===== src/hw/rtl/nda_pkg.sv =====
package nda_pkg;

   localparam int DATA_W = 16;
   localparam int ACC_W = 44;
   localparam int PROD_W = 32;
   localparam int XC_W = 28;

   localparam logic signed [ACC_W-1:0] ACC_MAX = {1'b0, {(ACC_W-1){1'b1}}};
   localparam logic signed [ACC_W-1:0] ACC_MIN = {1'b1, {(ACC_W-1){1'b0}}};

   localparam longint Q24_EIGHT = 64'sd134217728;
   localparam longint unsigned E_INV_Q32 = 64'd1580030169;
   localparam longint unsigned ONE_Q32 = 64'd1 << 32;

   typedef logic signed [DATA_W-1:0] q412_type;
   typedef logic [DATA_W-1:0] q115_type;
   typedef logic signed [ACC_W-1:0] acc_type;
   typedef logic signed [PROD_W-1:0] prod_type;
   typedef logic [XC_W-1:0] offset_type;

   typedef enum logic {
      ACT_SIGMOID = 1'b0,
      ACT_RADIAL  = 1'b1
   } act_mode_type;

   // unsigned 64-bit quotient by shift and subtract
   function automatic longint unsigned div_u64(longint unsigned num, longint unsigned den);
      logic [64:0] rem;
      longint unsigned quo;
      int b;
      rem = '0;
      quo = '0;
      for (b = 63; b >= 0; b--) begin
         rem = {rem[63:0], num[b]};
         if (rem >= {1'b0, den}) begin
            rem = rem - {1'b0, den};
            quo[b] = 1'b1;
         end
      end
      return quo;
   endfunction

   // e^-t, t unsigned Q.24, result Q.32
   function automatic longint unsigned exp_neg_q32(longint unsigned t24);
      longint unsigned n;
      longint unsigned f;
      longint unsigned term;
      longint unsigned sum;
      longint unsigned v;
      longint unsigned i;
      longint unsigned k;
      n = t24 >> 24;
      f = (t24 & 64'hFF_FFFF) << 8;
      term = ONE_Q32;
      sum = ONE_Q32;
      for (k = 1; k <= 13; k++) begin
         term = div_u64((term * f) >> 32, k);
         sum = sum + term;
      end
      v = div_u64(64'hFFFF_FFFF_FFFF_FFFF, sum);
      for (i = 0; i < n && v != 0; i++) begin
         v = (v * E_INV_Q32) >> 32;
      end
      return v;
   endfunction

   // activation at x (signed Q.24, |x| <= 8), result Q1.15
   function automatic q115_type act_at(act_mode_type mode, longint x);
      longint unsigned ax;
      longint unsigned e;
      longint unsigned d;
      longint unsigned num;
      longint unsigned sq;
      longint unsigned r;
      ax = (x < 0) ? longint'(-x) : longint'(x);
      if (mode == ACT_SIGMOID) begin
         e = exp_neg_q32(ax);
         d = ONE_Q32 + e;
         num = (x >= 0) ? (64'd1 << 47) : (e << 15);
         r = div_u64(num + (d >> 1), d);
      end else begin
         sq = (ax * ax + (64'd1 << 23)) >> 24;
         r = (exp_neg_q32(sq) + (64'd1 << 16)) >> 17;
         if (r > 64'd32768) begin
            r = 64'd32768;
         end
      end
      return r[DATA_W-1:0];
   endfunction

endpackage


===== src/hw/rtl/nda_if.sv =====
interface nda_req_if;
   import nda_pkg::*;
   logic valid;
   logic ready;
   q412_type input_value;
   q412_type weight_value;
   logic is_bias;
   logic no_weights;
   modport source(output valid, output input_value, output weight_value,
                  output is_bias, output no_weights, input ready);
   modport sink(input valid, input input_value, input weight_value,
                input is_bias, input no_weights, output ready);
endinterface

interface nda_rsp_if;
   import nda_pkg::*;
   logic valid;
   logic ready;
   q115_type activation_out;
   logic sum_clamped;
   modport source(output valid, output activation_out, output sum_clamped, input ready);
   modport sink(input valid, input activation_out, input sum_clamped, output ready);
endinterface

interface nda_csr_if;
   logic valid;
   logic ready;
   logic activation_mode;
   modport source(output valid, output activation_mode, input ready);
   modport sink(input valid, input activation_mode, output ready);
endinterface


===== src/hw/rtl/neuron_dot_product_activation.sv =====
// A bias request passes the input register, stages s1 to s5 and the output register before its result shows on rsp_bus.
// Throughput: 1 request per cycle; the pipeline halts only while a finished result
// sits in the output register untaken and the next result has reached the last stage.
// Reset: synchronous, active high; clears all valid bits, the running sum and the
// activation mode (sigmoid). TABLE_SEGMENTS must be a power of two.
module neuron_dot_product_activation #(
   parameter int TABLE_SEGMENTS = 64
) (
   input logic clock,
   input logic reset,
   nda_req_if.sink req_bus,
   nda_rsp_if.source rsp_bus,
   nda_csr_if.sink csr_bus
);
   import nda_pkg::*;

   localparam int SEG_BITS = $clog2(TABLE_SEGMENTS);
   localparam int FRAC_W = XC_W - SEG_BITS;
   localparam int WT_W = FRAC_W + 1;
   localparam int MUL_W = DATA_W + WT_W;
   localparam int TOT_W = MUL_W + 1;
   localparam int ADDR_W = SEG_BITS + 1;
   localparam logic [WT_W-1:0] SEG_SPAN = WT_W'(1) << FRAC_W;
   localparam logic [TOT_W-1:0] SEG_HALF = TOT_W'(1) << (FRAC_W - 1);

   // breakpoint tables, addressed by {mode, segment}
   q115_type y_lo_tab [2*TABLE_SEGMENTS];
   q115_type y_hi_tab [2*TABLE_SEGMENTS];

   for (genvar gm = 0; gm < 2; gm++) begin : g_mode
      for (genvar gk = 0; gk < TABLE_SEGMENTS; gk++) begin : g_seg
         localparam longint X_LO = (longint'(gk) <<< FRAC_W) - Q24_EIGHT;
         localparam longint X_HI = (longint'(gk + 1) <<< FRAC_W) - Q24_EIGHT;
         localparam q115_type Y_LO = act_at(act_mode_type'(gm), X_LO);
         localparam q115_type Y_HI = act_at(act_mode_type'(gm), X_HI);
         assign y_lo_tab[gm*TABLE_SEGMENTS+gk] = Y_LO;
         assign y_hi_tab[gm*TABLE_SEGMENTS+gk] = Y_HI;
      end
   end

   act_mode_type mode_ff;

   logic advance;

   logic s0_valid_ff;
   q412_type s0_input_ff;
   q412_type s0_weight_ff;
   logic s0_bias_ff;
   logic s0_nowt_ff;

   logic s1_valid_ff;
   prod_type s1_prod_ff;
   prod_type s1_prod_in;
   logic s1_bias_ff;
   logic s1_nowt_ff;

   acc_type acc_ff;
   logic [ACC_W:0] acc_wide;
   acc_type acc_sat;

   logic s2_valid_ff;
   acc_type s2_sum_ff;
   logic s2_nowt_ff;

   logic s3_valid_ff;
   offset_type s3_off_ff;
   offset_type s3_off_in;
   logic s3_clamped_ff;
   logic s3_clamped_in;
   logic s3_nowt_ff;
   logic in_range;

   logic s4_valid_ff;
   q115_type s4_y_lo_ff;
   q115_type s4_y_hi_ff;
   logic [FRAC_W-1:0] s4_w_ff;
   logic s4_clamped_ff;
   logic s4_nowt_ff;
   logic [ADDR_W-1:0] rom_addr;

   logic s5_valid_ff;
   logic [MUL_W-1:0] s5_p_lo_ff;
   logic [MUL_W-1:0] s5_p_hi_ff;
   logic s5_clamped_ff;
   logic s5_nowt_ff;

   logic [TOT_W-1:0] total;

   logic rsp_valid_ff;
   logic rsp_valid_in;
   q115_type rsp_act_ff;
   logic rsp_clamped_ff;

   assign advance = !(s5_valid_ff && rsp_valid_ff && !rsp_bus.ready);
   assign req_bus.ready = advance;
   assign csr_bus.ready = 1'b1;

   always_ff @(posedge clock) begin
      if (reset) begin
         mode_ff <= ACT_SIGMOID;
      end else if (csr_bus.valid) begin
         mode_ff <= act_mode_type'(csr_bus.activation_mode);
      end
   end

   // input register
   always_ff @(posedge clock) begin
      if (reset) begin
         s0_valid_ff <= 1'b0;
      end else if (advance) begin
         s0_valid_ff <= req_bus.valid;
      end
      if (advance) begin
         s0_input_ff <= req_bus.input_value;
         s0_weight_ff <= req_bus.weight_value;
         s0_bias_ff <= req_bus.is_bias;
         s0_nowt_ff <= req_bus.no_weights;
      end
   end

   // product, or bias scaled to Q.24
   always_comb begin
      if (s0_bias_ff) begin
         s1_prod_in = {{(PROD_W-DATA_W-12){s0_weight_ff[DATA_W-1]}}, s0_weight_ff, 12'd0};
      end else begin
         s1_prod_in = prod_type'(s0_input_ff) * prod_type'(s0_weight_ff);
      end
   end

   always_ff @(posedge clock) begin
      if (reset) begin
         s1_valid_ff <= 1'b0;
      end else if (advance) begin
         s1_valid_ff <= s0_valid_ff;
      end
      if (advance) begin
         s1_prod_ff <= s1_prod_in;
         s1_bias_ff <= s0_bias_ff;
         s1_nowt_ff <= s0_nowt_ff;
      end
   end

   // saturating accumulate
   always_comb begin
      acc_wide = {acc_ff[ACC_W-1], acc_ff}
               + {{(ACC_W+1-PROD_W){s1_prod_ff[PROD_W-1]}}, s1_prod_ff};
      if (acc_wide[ACC_W] != acc_wide[ACC_W-1]) begin
         acc_sat = acc_wide[ACC_W] ? ACC_MIN : ACC_MAX;
      end else begin
         acc_sat = acc_wide[ACC_W-1:0];
      end
   end

   always_ff @(posedge clock) begin
      if (reset) begin
         acc_ff <= '0;
         s2_valid_ff <= 1'b0;
      end else if (advance) begin
         s2_valid_ff <= s1_valid_ff && s1_bias_ff;
         if (s1_valid_ff) begin
            acc_ff <= s1_bias_ff ? acc_type'(0) : acc_sat;
         end
      end
      if (advance) begin
         s2_sum_ff <= acc_sat;
         s2_nowt_ff <= s1_nowt_ff;
      end
   end

   // clamp to [-8, 8) and offset to [0, 2^28)
   always_comb begin
      in_range = (&s2_sum_ff[ACC_W-1:XC_W-1]) || !(|s2_sum_ff[ACC_W-1:XC_W-1]);
      if (in_range) begin
         s3_off_in = {~s2_sum_ff[XC_W-1], s2_sum_ff[XC_W-2:0]};
         s3_clamped_in = 1'b0;
      end else begin
         s3_off_in = s2_sum_ff[ACC_W-1] ? '0 : '1;
         s3_clamped_in = 1'b1;
      end
   end

   always_ff @(posedge clock) begin
      if (reset) begin
         s3_valid_ff <= 1'b0;
      end else if (advance) begin
         s3_valid_ff <= s2_valid_ff;
      end
      if (advance) begin
         s3_off_ff <= s3_off_in;
         s3_clamped_ff <= s3_clamped_in;
         s3_nowt_ff <= s2_nowt_ff;
      end
   end

   // table read
   assign rom_addr = {mode_ff, s3_off_ff[XC_W-1 -: SEG_BITS]};

   always_ff @(posedge clock) begin
      if (reset) begin
         s4_valid_ff <= 1'b0;
      end else if (advance) begin
         s4_valid_ff <= s3_valid_ff;
      end
      if (advance) begin
         s4_y_lo_ff <= y_lo_tab[rom_addr];
         s4_y_hi_ff <= y_hi_tab[rom_addr];
         s4_w_ff <= s3_off_ff[FRAC_W-1:0];
         s4_clamped_ff <= s3_clamped_ff;
         s4_nowt_ff <= s3_nowt_ff;
      end
   end

   // weighted interpolation products
   always_ff @(posedge clock) begin
      if (reset) begin
         s5_valid_ff <= 1'b0;
      end else if (advance) begin
         s5_valid_ff <= s4_valid_ff;
      end
      if (advance) begin
         s5_p_lo_ff <= MUL_W'(s4_y_lo_ff) * MUL_W'(SEG_SPAN - WT_W'(s4_w_ff));
         s5_p_hi_ff <= MUL_W'(s4_y_hi_ff) * MUL_W'(s4_w_ff);
         s5_clamped_ff <= s4_clamped_ff;
         s5_nowt_ff <= s4_nowt_ff;
      end
   end

   assign total = TOT_W'(s5_p_lo_ff) + TOT_W'(s5_p_hi_ff) + SEG_HALF;

   // output register
   assign rsp_valid_in = (advance && s5_valid_ff) || (rsp_valid_ff && !rsp_bus.ready);

   always_ff @(posedge clock) begin
      if (reset) begin
         rsp_valid_ff <= 1'b0;
      end else begin
         rsp_valid_ff <= rsp_valid_in;
      end
      if (advance && s5_valid_ff) begin
         rsp_act_ff <= s5_nowt_ff ? q115_type'(0) : total[FRAC_W +: DATA_W];
         rsp_clamped_ff <= s5_clamped_ff && !s5_nowt_ff;
      end
   end

   assign rsp_bus.valid = rsp_valid_ff;
   assign rsp_bus.activation_out = rsp_act_ff;
   assign rsp_bus.sum_clamped = rsp_clamped_ff;

endmodule

===== src/flat_wrapper.sv =====
// flat-port wrapper written by rule: the top's interface ports become plain ports
module neuron_dot_product_activation_flat import nda_pkg::*;
#(
   parameter int TABLE_SEGMENTS = 64
)
  (clock, reset, req_bus_valid, req_bus_input_value, req_bus_weight_value, req_bus_is_bias, req_bus_no_weights, req_bus_ready, rsp_bus_valid, rsp_bus_activation_out, rsp_bus_sum_clamped, rsp_bus_ready, csr_bus_valid, csr_bus_activation_mode, csr_bus_ready);
  nda_req_if req_bus_i ();
  nda_rsp_if rsp_bus_i ();
  nda_csr_if csr_bus_i ();
  input logic clock;
  input logic reset;
  input wire logic [$bits(req_bus_i.valid)-1:0] req_bus_valid;
  input wire logic [$bits(req_bus_i.input_value)-1:0] req_bus_input_value;
  input wire logic [$bits(req_bus_i.weight_value)-1:0] req_bus_weight_value;
  input wire logic [$bits(req_bus_i.is_bias)-1:0] req_bus_is_bias;
  input wire logic [$bits(req_bus_i.no_weights)-1:0] req_bus_no_weights;
  output wire logic [$bits(req_bus_i.ready)-1:0] req_bus_ready;
  output wire logic [$bits(rsp_bus_i.valid)-1:0] rsp_bus_valid;
  output wire logic [$bits(rsp_bus_i.activation_out)-1:0] rsp_bus_activation_out;
  output wire logic [$bits(rsp_bus_i.sum_clamped)-1:0] rsp_bus_sum_clamped;
  input wire logic [$bits(rsp_bus_i.ready)-1:0] rsp_bus_ready;
  input wire logic [$bits(csr_bus_i.valid)-1:0] csr_bus_valid;
  input wire logic [$bits(csr_bus_i.activation_mode)-1:0] csr_bus_activation_mode;
  output wire logic [$bits(csr_bus_i.ready)-1:0] csr_bus_ready;
  assign req_bus_i.valid = req_bus_valid;
  assign req_bus_i.input_value = req_bus_input_value;
  assign req_bus_i.weight_value = req_bus_weight_value;
  assign req_bus_i.is_bias = req_bus_is_bias;
  assign req_bus_i.no_weights = req_bus_no_weights;
  assign req_bus_ready = req_bus_i.ready;
  assign rsp_bus_valid = rsp_bus_i.valid;
  assign rsp_bus_activation_out = rsp_bus_i.activation_out;
  assign rsp_bus_sum_clamped = rsp_bus_i.sum_clamped;
  assign rsp_bus_i.ready = rsp_bus_ready;
  assign csr_bus_i.valid = csr_bus_valid;
  assign csr_bus_i.activation_mode = csr_bus_activation_mode;
  assign csr_bus_ready = csr_bus_i.ready;
  neuron_dot_product_activation #(.TABLE_SEGMENTS(TABLE_SEGMENTS)) u_core (.clock(clock), .reset(reset), .req_bus(req_bus_i), .rsp_bus(rsp_bus_i), .csr_bus(csr_bus_i));
endmodule

===== config.mk =====
export PLATFORM = sky130hd
export DESIGN_NAME = neuron_dot_product_activation_flat
export DESIGN_NICKNAME = d
export VERILOG_FILES = /design/src/hw/rtl/nda_pkg.sv /design/src/hw/rtl/nda_if.sv /design/src/hw/rtl/neuron_dot_product_activation.sv /design/src/flat_wrapper.sv
export SDC_FILE = /design/constraint.sdc
export NUM_CORES = 2
export LEC_CHECK = 0
export CAP_MARGIN = 0
export CORE_MARGIN = 1.5
export CORE_UTILIZATION = 60
export CTS_CLUSTER_SIZE = 16
export DETAILED_ROUTE_END_ITERATION = 8
export DONT_BUFFER_PORTS = 1
export PLACE_DENSITY = 0.84
export RECOVER_POWER = 50
export SLEW_MARGIN = 20
export SYNTH_ARGS = -nofsm -noshare
export SYNTH_HDL_FRONTEND = slang
export SYNTH_SLANG_ARGS = --single-unit

===== constraint.sdc =====
create_clock -name clock -period 13.8 [get_ports clock]
set_input_delay 2.76 -clock clock [delete_from_list [all_inputs] [get_ports clock]]
set_output_delay 2.76 -clock clock [all_outputs]
set_load 0.05 [all_outputs]

# == Word-level counts from Yosys, hierarchy flattened ==
# Memories as Yosys holds them, arrays and structs flattened. A register that Yosys moved wholly into a read port is not among the register bits.
# Cells that the tools add are included.
# totals
memories,2
romBits,4096
regBits,314
# memory_table
name,depth,word_bits,rd,rd_ports_with_merged_regs,wr,line,rtl
(no name shown),128,16,1,1,0,neuron_dot_product_activation.sv:206,s4_y_hi_ff <= y_hi_tab[rom_addr];
(no name shown),128,16,1,1,0,neuron_dot_product_activation.sv:205,s4_y_lo_ff <= y_lo_tab[rom_addr];
# classes
multipliers,3
n_eq_ne,1
n_addsub,4
bitwise_logic,3
reduce_logical,17
mux,7
# op_table
cell,count
$mux 44,3
$mux 28,2
$add 44x32->45,1
$mul 16x39->38,1
$add 38x22->38 const B,1
$add 38x38->38,1
$mul 16x22->38,1
$mul 16x16->32,1
$mux 32,1
$sub 23x22->24 const A,1
$reduce_and 17->1,1
$reduce_or 17->1,1
$not 7->8,1
$logic_and 1x1->1,6
$logic_not 1->1,6
$logic_or 1x1->1,2
$not 1->1,2
$reduce_and 2->1,1
$mux 1,1
$ne 1x1->1,1

# == Longest topological paths before layout ==
# depth
ltp_word,5
depth_mapped,32

# == Worst setup path before layout ==
# No wires, ideal clock.
# synth_path
path_type,input to output
start,in rsp_bus_ready
end,out req_bus_ready
t_required_ns,11.040
arrival_ns,9.165
slack_ns,1.875
stages,3
path_cell_list,nor2b_1 clkbuf_1 nand2_1
# synth_via
elab_chain_cells,3
# synth_rtl
element,line,rtl
start: declaration,flat_wrapper.sv:21,input wire logic [$bits(rsp_bus_i.ready)-1:0] rsp_bus_ready;
$logic_not 1->1,neuron_dot_product_activation.sv:94,assign advance = !(s5_valid_ff && rsp_valid_ff && !rsp_bus.ready);
$logic_and 1x1->1,neuron_dot_product_activation.sv:94,
$logic_not 1->1,neuron_dot_product_activation.sv:94,
end: declaration,flat_wrapper.sv:17,output wire logic [$bits(req_bus_i.ready)-1:0] req_bus_ready;
# No other way between the ends.

# == Worst setup path in the final report ==
# layout_path
start,reg u_core.s4_w_ff[0]
end,reg u_core.s5_p_lo_ff[36] (data pin)
# layout_via
elab_chain_cells,2
# layout_rtl
element,line,rtl
start: declaration,neuron_dot_product_activation.sv:76,logic [FRAC_W-1:0] s4_w_ff;
start signal: assignment,neuron_dot_product_activation.sv:207,s4_w_ff <= s3_off_ff[FRAC_W-1:0];
$sub 23x22->24,neuron_dot_product_activation.sv:221,s5_p_lo_ff <= MUL_W'(s4_y_lo_ff) * MUL_W'(SEG_SPAN - WT_W'(s4_w_ff));
$mul 16x39->38,neuron_dot_product_activation.sv:221,
end signal: assignment,neuron_dot_product_activation.sv:221,
end: declaration,neuron_dot_product_activation.sv:82,logic [MUL_W-1:0] s5_p_lo_ff;
# No other way between the ends.
# A chain may end at the register's enable or synchronous reset.

==> results.sh <==
export IMPL_status="finished, violations left"
export IMPL_failed_checks="capacitance limit, slew limit"
export IMPL_relSlewSlack=-1.182
export IMPL_hold_viol_final=0
export IMPL_place_congestion=1.005
export IMPL_grt_max_degree=86
export IMPL_cp_common_cell="fa_1"
export IMPL_drt_wl_total_um=133900
export IMPL_cts_sinks=346
export IMPL_crit_family="adder cells"
export IMPL_initial_core_util=0.6056
export IMPL_grt_pass1_wl_um=214200
export IMPL_rsz0062_at_grt="false"
export IMPL_max_cap_violations=7
export IMPL_reg2reg_slack_ns=4.38
export IMPL_crit_path_max_incr_delay_ns=0.97
export IMPL_crit_end="u_core.s5_p_lo_ff[36]"
export IMPL_worstReg2RegEnd="u_core.s5_p_lo_ff[36]"
export IMPL_syn_area_mm2=0.05164
export IMPL_clk_path_buf_depth=3
export IMPL_synth_ff_type="edfxtp_1"
export IMPL_synth_seq_area_share=0.1911
export IMPL_drt_wirelength_per_cell_um=20.63
export IMPL_worstSetupPathType="reg -> reg"
export IMPL_core_mm2=0.08528
export IMPL_setup_tns_ns=0
export IMPL_num_rows=107
export IMPL_port_buffers=0
export IMPL_tightest_slew_ns=3.273
export IMPL_die_x_um=296.4
export IMPL_fin_crit_sh=0.6823
export IMPL_overflow=0
export IMPL_track_usage=0.3110
export IMPL_yosysMostFrequentCell="inv_1"
export IMPL_synthTopCellsByCount="943 x inv_1, 832 x fa_1, 746 x nand2_1, 447 x ha_1, 381 x and2_1"
export IMPL_yosys_warnings=0
export IMPL_cts_made_buffers=41
export IMPL_root_buffer="clkbuf_16"
export IMPL_cp_required_ns=14.13
export IMPL_reg2reg_depth=29
export IMPL_grt_pass1_vias=41300
export IMPL_ys_ff_latch=346
export IMPL_synth_cells=5479
export IMPL_htree_levels=2
export IMPL_drtIter0Drc=3709
export IMPL_post_cts_resize_count=0
export IMPL_synth_area_per_cell_um2=9.426
export IMPL_finalClockSkew_ns=0.03844
export IMPL_async_flop_share=0
export IMPL_area_growth_pct=4.516
export IMPL_synth_edf_count=294
export IMPL_yosys_cell_types_count=84
export IMPL_reg2reg_from="u_core.s4_w_ff[0]"
export IMPL_via_count=39170
export IMPL_crit_buf_inv=5
export IMPL_yosysTopAreaCell="fa_1"
export IMPL_finalNetCount=6636
export IMPL_die_h_um=296.4
export IMPL_worst_path_stages=29
export IMPL_dp_hpwl_um=101200
export IMPL_max_freq_ghz=0.1062
export IMPL_dieArea_mm2=0.08784
export IMPL_drive_gt1_frac=0.03366
export IMPL_arrival_ns=9.75
export IMPL_drc_errors=0
export IMPL_startpoint_type="register"
export IMPL_synth_top_area_share=0.3225
export IMPL_cts_tree="yes"
export IMPL_slew_viol_final=317
export IMPL_finalCriticalPeriod_ns=9.416
export IMPL_min_from="u_core.s3_off_ff[15]"
export IMPL_min_path_type="reg -> reg"
export IMPL_crit_slowest_cell="clkbuf_1"
export IMPL_end_kind="register"
export IMPL_via_per_inst=6.034
export IMPL_first_pass_iters=7
export IMPL_netlist_top_cells_area="fa_1 32%, edfxtp_1 17%, ha_1 11%"
export IMPL_clkLatencyLatePin_ns=0.60
export IMPL_ant_nets=0
export IMPL_critical_path_max_fanout=34
export IMPL_clk_pin_slew_ns=0.06
export IMPL_startpoint="u_core.s4_w_ff[0]"
export IMPL_ctsHoldBuffers=0
export IMPL_synth_nets=6798
export IMPL_ios=60
export IMPL_antenna_found_initial=4
export IMPL_finalSetupViolations=0
export IMPL_cts_setup_buffers=0
## layout make-up
type / instances / area, um^2
Clock buffer: 50 / 1111
Timing Repair Buffer: 80 / 551.8
Multi-Input combinational cell: 3902 / 37130
Inverter: 946 / 3551
Clock inverter: 23 / 322.8
Fill cell: 6609 / 31310
Antenna cell: 1 / 2.502
Sequential cell: 346 / 9871
Tap cell: 1144 / 1431
## worst reg2reg max path: cells and delay by family (launching register included)
family	cells	cell delay (ns)
adder cells (fa/ha/maj)	8	3.62
AO/OA/AOI/OAI	8	1.97
buffers and inverters	5	1.31
AND/OR/NAND/NOR	6	1.01
XOR/XNOR	2	0.93
flip-flops	1	0.32
## metal layers
layer,share of wire,track usage,wire length [um]
met4,0.055,0.1557,7334
met2,0.48,0.5182,63750
met1,0.37,0.3889,50060
met5,0.00024,0,32
met3,0.095,0.05888,12730
## how the worst min path moves through the flow
stage / end / slack (ns) / cells after the start
floorplan: u_core.s1_nowt_ff / 0.40 / 0
finish: u_core.s4_w_ff[15] / 0.40 / 0
global route: u_core.s4_w_ff[16] / 0.41 / 0
detailed placement: u_core.s4_w_ff[9] / 0.40 / 0
global placement: u_core.s4_w_ff[13] / 0.40 / 0
CTS: u_core.s4_w_ff[15] / 0.39 / 0
## cell families (layout without fill, tap and decap cells)
group                      count (synthesis)  after routing  share of synthesized area
AOI/OAI and AO/OA                        783            783                    0.09858
adders and majority gates               1319           1319                     0.4395
other                                      1              2                 0.00007261
buffers and inverters                   1231           1099                    0.09047
and+or+nand+nor                         1613           1613                     0.1479
xor gates and xnor gates                 174            174                    0.02951
DFF                                      346            346                     0.1911
muxes                                     12             12                   0.002883
## state kept, by name, summed over array words and instances (netlist names), 16 cells and up
signal / flops
u_core.s5_p_hi_ff: 38
u_core.s3_off_ff: 28
u_core.s4_y_hi_ff: 16
u_core.s2_sum_ff: 44
u_core.s4_w_ff: 22
u_core.s0_input_ff: 16
u_core.s5_p_lo_ff: 38
u_core.s1_prod_ff: 32
u_core.rsp_bus.activation_out: 16
u_core.s0_weight_ff: 16
u_core.acc_ff: 44
u_core.s4_y_lo_ff: 16
## cell usage in the layout, fill, tap and decap left out, types with 17 or more instances in the layout
cell type | netlist | final
o21bai_1 | 23 | 23
o31ai_1 | 21 | 20
clkbuf_16 | 0 | 42
maj3_1 | 3 | 21
nor2_1 | 199 | 199
a2111oi_0 | 17 | 17
inv_1 | 943 | 943
clkbuf_1 | 247 | 18
dfxtp_1 | 52 | 51
nand3_1 | 61 | 61
nand2_1 | 746 | 746
maj3_2 | 37 | 19
xor2_1 | 51 | 51
nand2b_1 | 37 | 37
a21o_1 | 92 | 92
fa_1 | 832 | 832
xnor2_1 | 123 | 120
buf_4 | 1 | 67
nor3_1 | 52 | 51
nor2b_1 | 26 | 25
and3_1 | 28 | 28
a31oi_1 | 32 | 32
o21ai_0 | 163 | 163
a22o_1 | 38 | 38
a21oi_1 | 221 | 220
edfxtp_1 | 294 | 294
a211oi_1 | 28 | 28
nand4_1 | 21 | 21
and2_1 | 381 | 369
o211ai_1 | 19 | 19
ha_1 | 447 | 447
## through the flow
stage	setup WS [ns]	area [um^2]	util	hold WS (ns)	instances
4_1_cts	4.974	54050	0.6338	0.3947	6491
3_3_place_gp	5.193	52620	0.6170	0.4012	6418
3_5_place_dp	5.006	52620	0.6170	0.4045	6418
5_1_grt	3.852	53970	0.6329	0.4101	6491
2_1_floorplan	1.875	51640	-	0.4003	5479
6_report	4.384	53980	0.6329	0.3976	6492
Power is left out: the tool's default activity adds up to more than one toggle a clock period on the data nets, which glitch-free logic cannot reach.
